[src/hdl/fep_pkg.sv]
// Package for the fire spread block: field widths, operation codes, controller
// command and status structs and the heat palette lookup.
// No dependencies.
package fep_pkg;

   localparam int WIDTH_DEF  = 320;
   localparam int HEIGHT_DEF = 56;

   localparam int OP_W     = 2;
   localparam int ORIGIN_W = 15;
   localparam int RAND_W   = 2;
   localparam int DEST_W   = 15;
   localparam int COLOUR_W = 16;
   localparam int HEAT_W   = 6;

   localparam logic [OP_W-1:0] OP_UPDATE     = 2'd0;
   localparam logic [OP_W-1:0] OP_IGNITE     = 2'd1;
   localparam logic [OP_W-1:0] OP_EXTINGUISH = 2'd2;

   localparam logic [HEAT_W-1:0]   IGNITE_HEAT   = 6'd34;
   localparam logic [COLOUR_W-1:0] COLOUR_CLEAR  = 16'd0;
   localparam logic [COLOUR_W-1:0] COLOUR_WHITE  = 16'd65535;

   typedef struct packed {
      logic capture;    // word accepted: latch fields, read source heat
      logic sweep;      // write one entry of a sweep, advance counter
      logic clear_sel;  // sweep covers the whole store with zero
      logic update;     // write destination, load result register
   } cmd_type;

   typedef struct packed {
      logic row_last;   // sweep counter at last column
      logic all_last;   // sweep counter at last entry
      logic rsp_busy;   // result register full and not taken this cycle
   } status_type;

   function automatic logic [COLOUR_W-1:0] heat_colour(input logic [HEAT_W-1:0] heat);
      logic [COLOUR_W-1:0] c;
      case (heat)
         6'd0:  c = COLOUR_CLEAR;
         6'd1:  c = 16'd32771;
         6'd2:  c = 16'd32085;
         6'd3:  c = 16'd32808;
         6'd4:  c = 16'd32842;
         6'd5:  c = 16'd32876;
         6'd6:  c = 16'd32878;
         6'd7:  c = 16'd32913;
         6'd8:  c = 16'd32947;
         6'd9:  c = 16'd33013;
         6'd10: c = 16'd33047;
         6'd11: c = 16'd33048;
         6'd12: c = 16'd33083;
         6'd13: c = 16'd33115;
         6'd14: c = 16'd33115;
         6'd15: c = 16'd33146;
         6'd16: c = 16'd34202;
         6'd17: c = 16'd34233;
         6'd18: c = 16'd34265;
         6'd19: c = 16'd34297;
         6'd20: c = 16'd35353;
         6'd21: c = 16'd35352;
         6'd22: c = 16'd35352;
         6'd23: c = 16'd36440;
         6'd24: c = 16'd36471;
         6'd25: c = 16'd36471;
         6'd26: c = 16'd37527;
         6'd27: c = 16'd37527;
         6'd28: c = 16'd38583;
         6'd29: c = 16'd38582;
         6'd30: c = 16'd38614;
         6'd31: c = 16'd39638;
         6'd32: c = 16'd46905;
         6'd33: c = 16'd53115;
         6'd34: c = 16'd58301;
         default: c = COLOUR_WHITE;
      endcase
      return c;
   endfunction

endpackage

[src/hdl/fep_ctrl.sv]
// Controller of the fire spread block: clearing pass, word acceptance,
// update and row fill sequencing. Depends on fep_pkg.
module fep_ctrl (
   input  logic                       clock,
   input  logic                       reset,
   input  logic                       req_valid,
   input  logic [fep_pkg::OP_W-1:0]   req_operation,
   output logic                       req_ready,
   input  fep_pkg::status_type        status,
   output fep_pkg::cmd_type           cmd
);
   import fep_pkg::*;

   typedef enum logic [1:0] {ST_CLEAR, ST_IDLE, ST_UPDATE, ST_FILL} state_type;

   state_type state_ff, state_in;

   always_comb begin
      state_in = state_ff;
      unique case (state_ff)
         ST_CLEAR: begin
            if (status.all_last) state_in = ST_IDLE;
         end
         ST_IDLE: begin
            if (req_valid) begin
               case (req_operation)
                  OP_UPDATE: state_in = ST_UPDATE;
                  OP_IGNITE, OP_EXTINGUISH: state_in = ST_FILL;
                  default: state_in = ST_IDLE;
               endcase
            end
         end
         ST_UPDATE: begin
            if (!status.rsp_busy) state_in = ST_IDLE;
         end
         ST_FILL: begin
            if (status.row_last) state_in = ST_IDLE;
         end
         default: state_in = ST_CLEAR;
      endcase
   end

   always_ff @(posedge clock) begin
      if (reset) begin
         state_ff <= ST_CLEAR;
      end else begin
         state_ff <= state_in;
      end
   end

   assign req_ready     = (state_ff == ST_IDLE);
   assign cmd.capture   = (state_ff == ST_IDLE) && req_valid;
   assign cmd.sweep     = (state_ff == ST_CLEAR) || (state_ff == ST_FILL);
   assign cmd.clear_sel = (state_ff == ST_CLEAR);
   assign cmd.update    = (state_ff == ST_UPDATE) && !status.rsp_busy;

endmodule

[config.mk]
export PLATFORM = sky130hd
export DESIGN_NAME = fep_ctrl
export DESIGN_NICKNAME = d
export VERILOG_FILES = /design/src/hdl/fep_pkg.sv /design/src/hdl/fep_ctrl.sv
export SDC_FILE = /design/constraint.sdc
export NUM_CORES = 1
export LEC_CHECK = 0
export ABC_AREA = 1
export BUFFER_PORTS_ARGS = -buffer_cell sky130_fd_sc_hd__buf_4
export CAP_MARGIN = 30
export CORE_AREA = 5 5 42 44
export CTS_BUF_LIST = sky130_fd_sc_hd__clkbuf_16
export CTS_CLUSTER_DIAMETER = 80
export DETAILED_ROUTE_END_ITERATION = 6
export DIE_AREA = 0 0 47 49
export SKIP_CTS_REPAIR_TIMING = 1
export SLEW_MARGIN = 20
export SYNTH_ARGS = -nofsm -noshare
export SYNTH_HDL_FRONTEND = slang
export SYNTH_SLANG_ARGS = --single-unit
[constraint.sdc]
create_clock -name clock -period 1.54 [get_ports clock]
set_clock_uncertainty 0.15 [all_clocks]
set_input_delay 0.077 -clock clock [delete_from_list [all_inputs] [get_ports clock]]
set_output_delay 0.077 -clock clock [all_outputs]
set_load 0.1 [all_outputs]
======== Word level (Yosys, flattened, before mapping) ========
Cells that the tools add are included.
storage, ports and cells
  register bits after elaboration ......... 2
  latch bits .............................. 0
  bits in writable memories ............... 0
  bits in read-only memories .............. 0
  output and inout bits ................... 5
  word-level logic and storage cells ...... 24
  memories kept ........................... 0
cells by class
  $add $sub $neg .......................... 0
  multipliers ............................. 0
  divide/modulo/power cells ............... 0
  $lt $le $gt $ge ......................... 0
  equality and inequality tests ........... 9
  shifts and indexed selects .............. 0
  muxes and demuxes ....................... 6
  bitwise logic cells ..................... 0
  reduce and logical (&&, ||, !) cells .... 8
operators with widths
  operator                                                          count
  2-bit 2-to-1 mux                                                  4
  2-bit inequality test (second input constant)                     4
  2-bit case mux with 4 select lines                                1
  2-bit == test (second input constant)                             3
  2-bit by 1-bit == test with 1-bit output (second input constant)  2
  2-bit logical NOT                                                 2
  2-bit case mux with 2 select lines                                1
  4-bit AND reduction                                               1
  1-bit logical AND                                                 2
  2-bit OR reduction                                                1
  1-bit logical NOT                                                 1
  1-bit logical OR                                                  1

======== Longest topological paths before layout ========
  word-level depth ........................ 5
  gate-level depth with buffers ........... 8

======== Worst setup path before layout ========
OpenSTA, ideal clock, no wires.
  kind .................................... reg-to-output
  from .................................... reg state_ff[1]
  to ...................................... out cmd[3] (netlist name)
  arrival time ............................ 1.951 ns
  data required time ...................... 1.313 ns
  setup slack ............................. -0.638 ns
  stages on the path, launching flop included .. 5
  buffers on the path ..................... 0
  path through ............................ dfxtp_1 inv_1 ha_1 nand2_1 inv_1
RTL lines
  item                      line            text
  start: declaration        fep_ctrl.sv:16  state_type state_ff, state_in;
  start signal: assignment  fep_ctrl.sv:47  state_ff <= state_in;
  end: declaration          fep_ctrl.sv:10  output fep_pkg::cmd_type cmd

==> reports/results.ini <==
[status]
outcome = complete, no violations

[synth]
synth_most_common_cell = nand2_1
ys_seq_elements = 2
ys_seq_area_share_pct = 18.8
syn_area_per_cell_um2 = 6.08
synthTopCellsByArea = ha_1 (24%), nand2_1 (21%), dfxtp_1 (19%), inv_1 (16%), nor2_1 (8.8%)
synth_top_area_cell = ha_1
synth_edf_count = 0
syn_nets = 47
synth_top_area_share_pct = 23.5
synthTopCellsByCount = nand2_1 (12), inv_1 (9), nor2_1 (5), ha_1 (4), dfxtp_1 (2)
synthFlopType = dfxtp_1
ys_warn_count = 0
ys_types = 8
async_reset_ff_share_pct = 0
syn_area_um2 = 213
syn_inst = 35

[timing]
tightestPinTransition_ns = 0.279
fin_crit_ns = 1.47
final-max-slew-violation-count = 0
setup_violations = 0
relSlewSlack_pct = 81.6
finalHoldViolations = 0
fin_crit_sh_pct = 95.5
worst_slack_ns = 0.0694
max_freq_mhz = 680
rsz0062_at_grt = false

[route]
post_drt_via_cell_ratio = 3.59
route.antenna.remaining_nets = 0
first_pass_iters = 2
num_vias = 244
totalWireLength_um = 487
drc_errors = 0
wire_per_inst_um = 7.16
drtIter0Drc = 1

[finish]
stdcell_count = 68
n_fill_cell = 164
multi_input_comb_area_um2 = 171
top_register = state_ff
ff_latch_area_um2 = 40.0
final_nets = 66
area_growth_pct = 114
diodes = 0
layout-drive-gt1-share_pct = 42.3
largest_reg_flops = 2
largestRegisters = state_ff x2

[setup_path]
arrival_ns = 1.24
crit_path_cell_trace = inv_1 > ha_4 > nand2_1 > clkinvlp_4 > buf_6
path_max_fanout = 5
r2r_slack_ns = 0.20
endpoint_kind = primary output
path_buf_inv = 3
cpLargestDelayFamily = buffers and inverters
critical_path_class = reg2out
worstSetupStartpointType = flop
cpPeakStageDelay_ns = 0.35
cp.required_ns = 1.31
crit_slowest_cell = dfxtp_1

[clock_tree]
cts_buffers = 3
cts_root_buf = clkbuf_16
cts_htree_levels = 1
clock_sinks = 2
clk_pin_slew_worst_paths_ns = 0.03
clock_latency_ns = 0.22
cts_tree = built
cts.path.max_buffers = 2

[global_route]
grt_pass1_vias = 220
antenna_found_initial = 0
gr-usage-all-layers_pct = 5.27
gr-total-overflow = 0
grt_pass1_wl_um = 807
grt_max_degree = 6

[die]
boundaryPins = 13
die_height_um = 49
die_x_um = 47
initial_core_util_pct = 15.2
fp.coreArea_mm2 = 0.00140
core.rowCount = 14
die_area_mm2 = 0.00230

[placement]
io_buffers = 12
pre_cts_ws_ns = 0.183
dp_cells = 64
dpl.hpwl_um = 406
place_congestion = 0.633

[flow_run]
drv_cap = 0

[power_and_ir_drop]
p_per_area_mw_per_mm2 = 2150
max-vdd-ir-drop_mv = 0.929
leakage_nw = 0.236

[min_path]
min_path_type = in2reg

## placed cells by master, fill, tap and decap left out, drive strengths merged
master and count:
clkinvlp 1, clkbuf 3, nor3b 1, nor2 6
ha 4, buf 13, inv 8, dlygate4sd3 1
dfxtp 2, nand2 13
## power by group
| part | leakage [nW] | switching, mW | internal, mW | total (mW) |
|---|---|---|---|---|
| registers | 0.0167 | 0.00885 | 0.0658 | 0.0746 |
| clock network | 0.0370 | 0.0545 | 0.330 | 0.384 |
| logic | 0.183 | 0.385 | 0.135 | 0.520 |
| total | 0.236 | 0.449 | 0.530 | 0.979 |
## metal layers
| metal | vias up | GRT usage (%) | wire [µm] |
|---|---|---|---|
| li1 | 132 | - | - |
| met1 | 105 | 4.37 | 157 |
| met2 | 7 | 7.47 | 275 |
| met3 | 0 | 3.69 | 54 |
| met4 | 0 | 5.53 | 0 |
| met5 | - | 0 | 0 |
## tightest hold or removal path, delay by kind of cell
| kind | cells | cell delay (ns) |
|---|---|---|
| and+or+nand+nor | 4 | 0.20 |
| buffers and inverters | 1 | 0.08 |
## per-stage QoR
step,power (mW),utilization (%),cell area (µm²),setup TNS (ns),hold WS (ns)
2_1_floorplan,0.519,-,249,-0.00499,0.0822
3_3_place_gp,0.594,26.2,367,0,0.182
3_5_place_dp,0.596,26.2,367,0,0.183
4_1_cts,0.992,31.5,442,0,-0.0442
5_1_grt,1.03,32.5,455,0,0.0623
6_report,0.979,32.5,455,0,0.0323
## area by class of cell
| class | count | share of cell area, % |
|---|---|---|
| timing repair buffer | 14 | 24.5 |
| tap | 16 | 4.40 |
| inverter | 9 | 8.24 |
| sequential | 2 | 8.79 |
| clock buffer | 3 | 16.5 |
| multi-input combinational | 24 | 37.6 |
## final timing paths
| check | to | cells after the start | startpoint |
|---|---|---|---|
| worst max-delay path | cmd[3] | 5 | state_ff[1] |
| worst min register to register | state_ff[1] | 2 | state_ff[1] |
| worst min-delay path | state_ff[0] | 5 | req_operation[0] |
| worst max register to register | state_ff[1] | 8 | state_ff[1] |
## cells by family after synthesis
| logic type | Yosys count | share of synthesized area, % |
|---|---|---|
| adders and majority gates | 4 | 23.5 |
| DFF | 2 | 18.8 |
| and+or+nand+nor | 20 | 41.8 |
| buffers and inverters | 9 | 15.9 |
(Power assumes the default switching activity.)
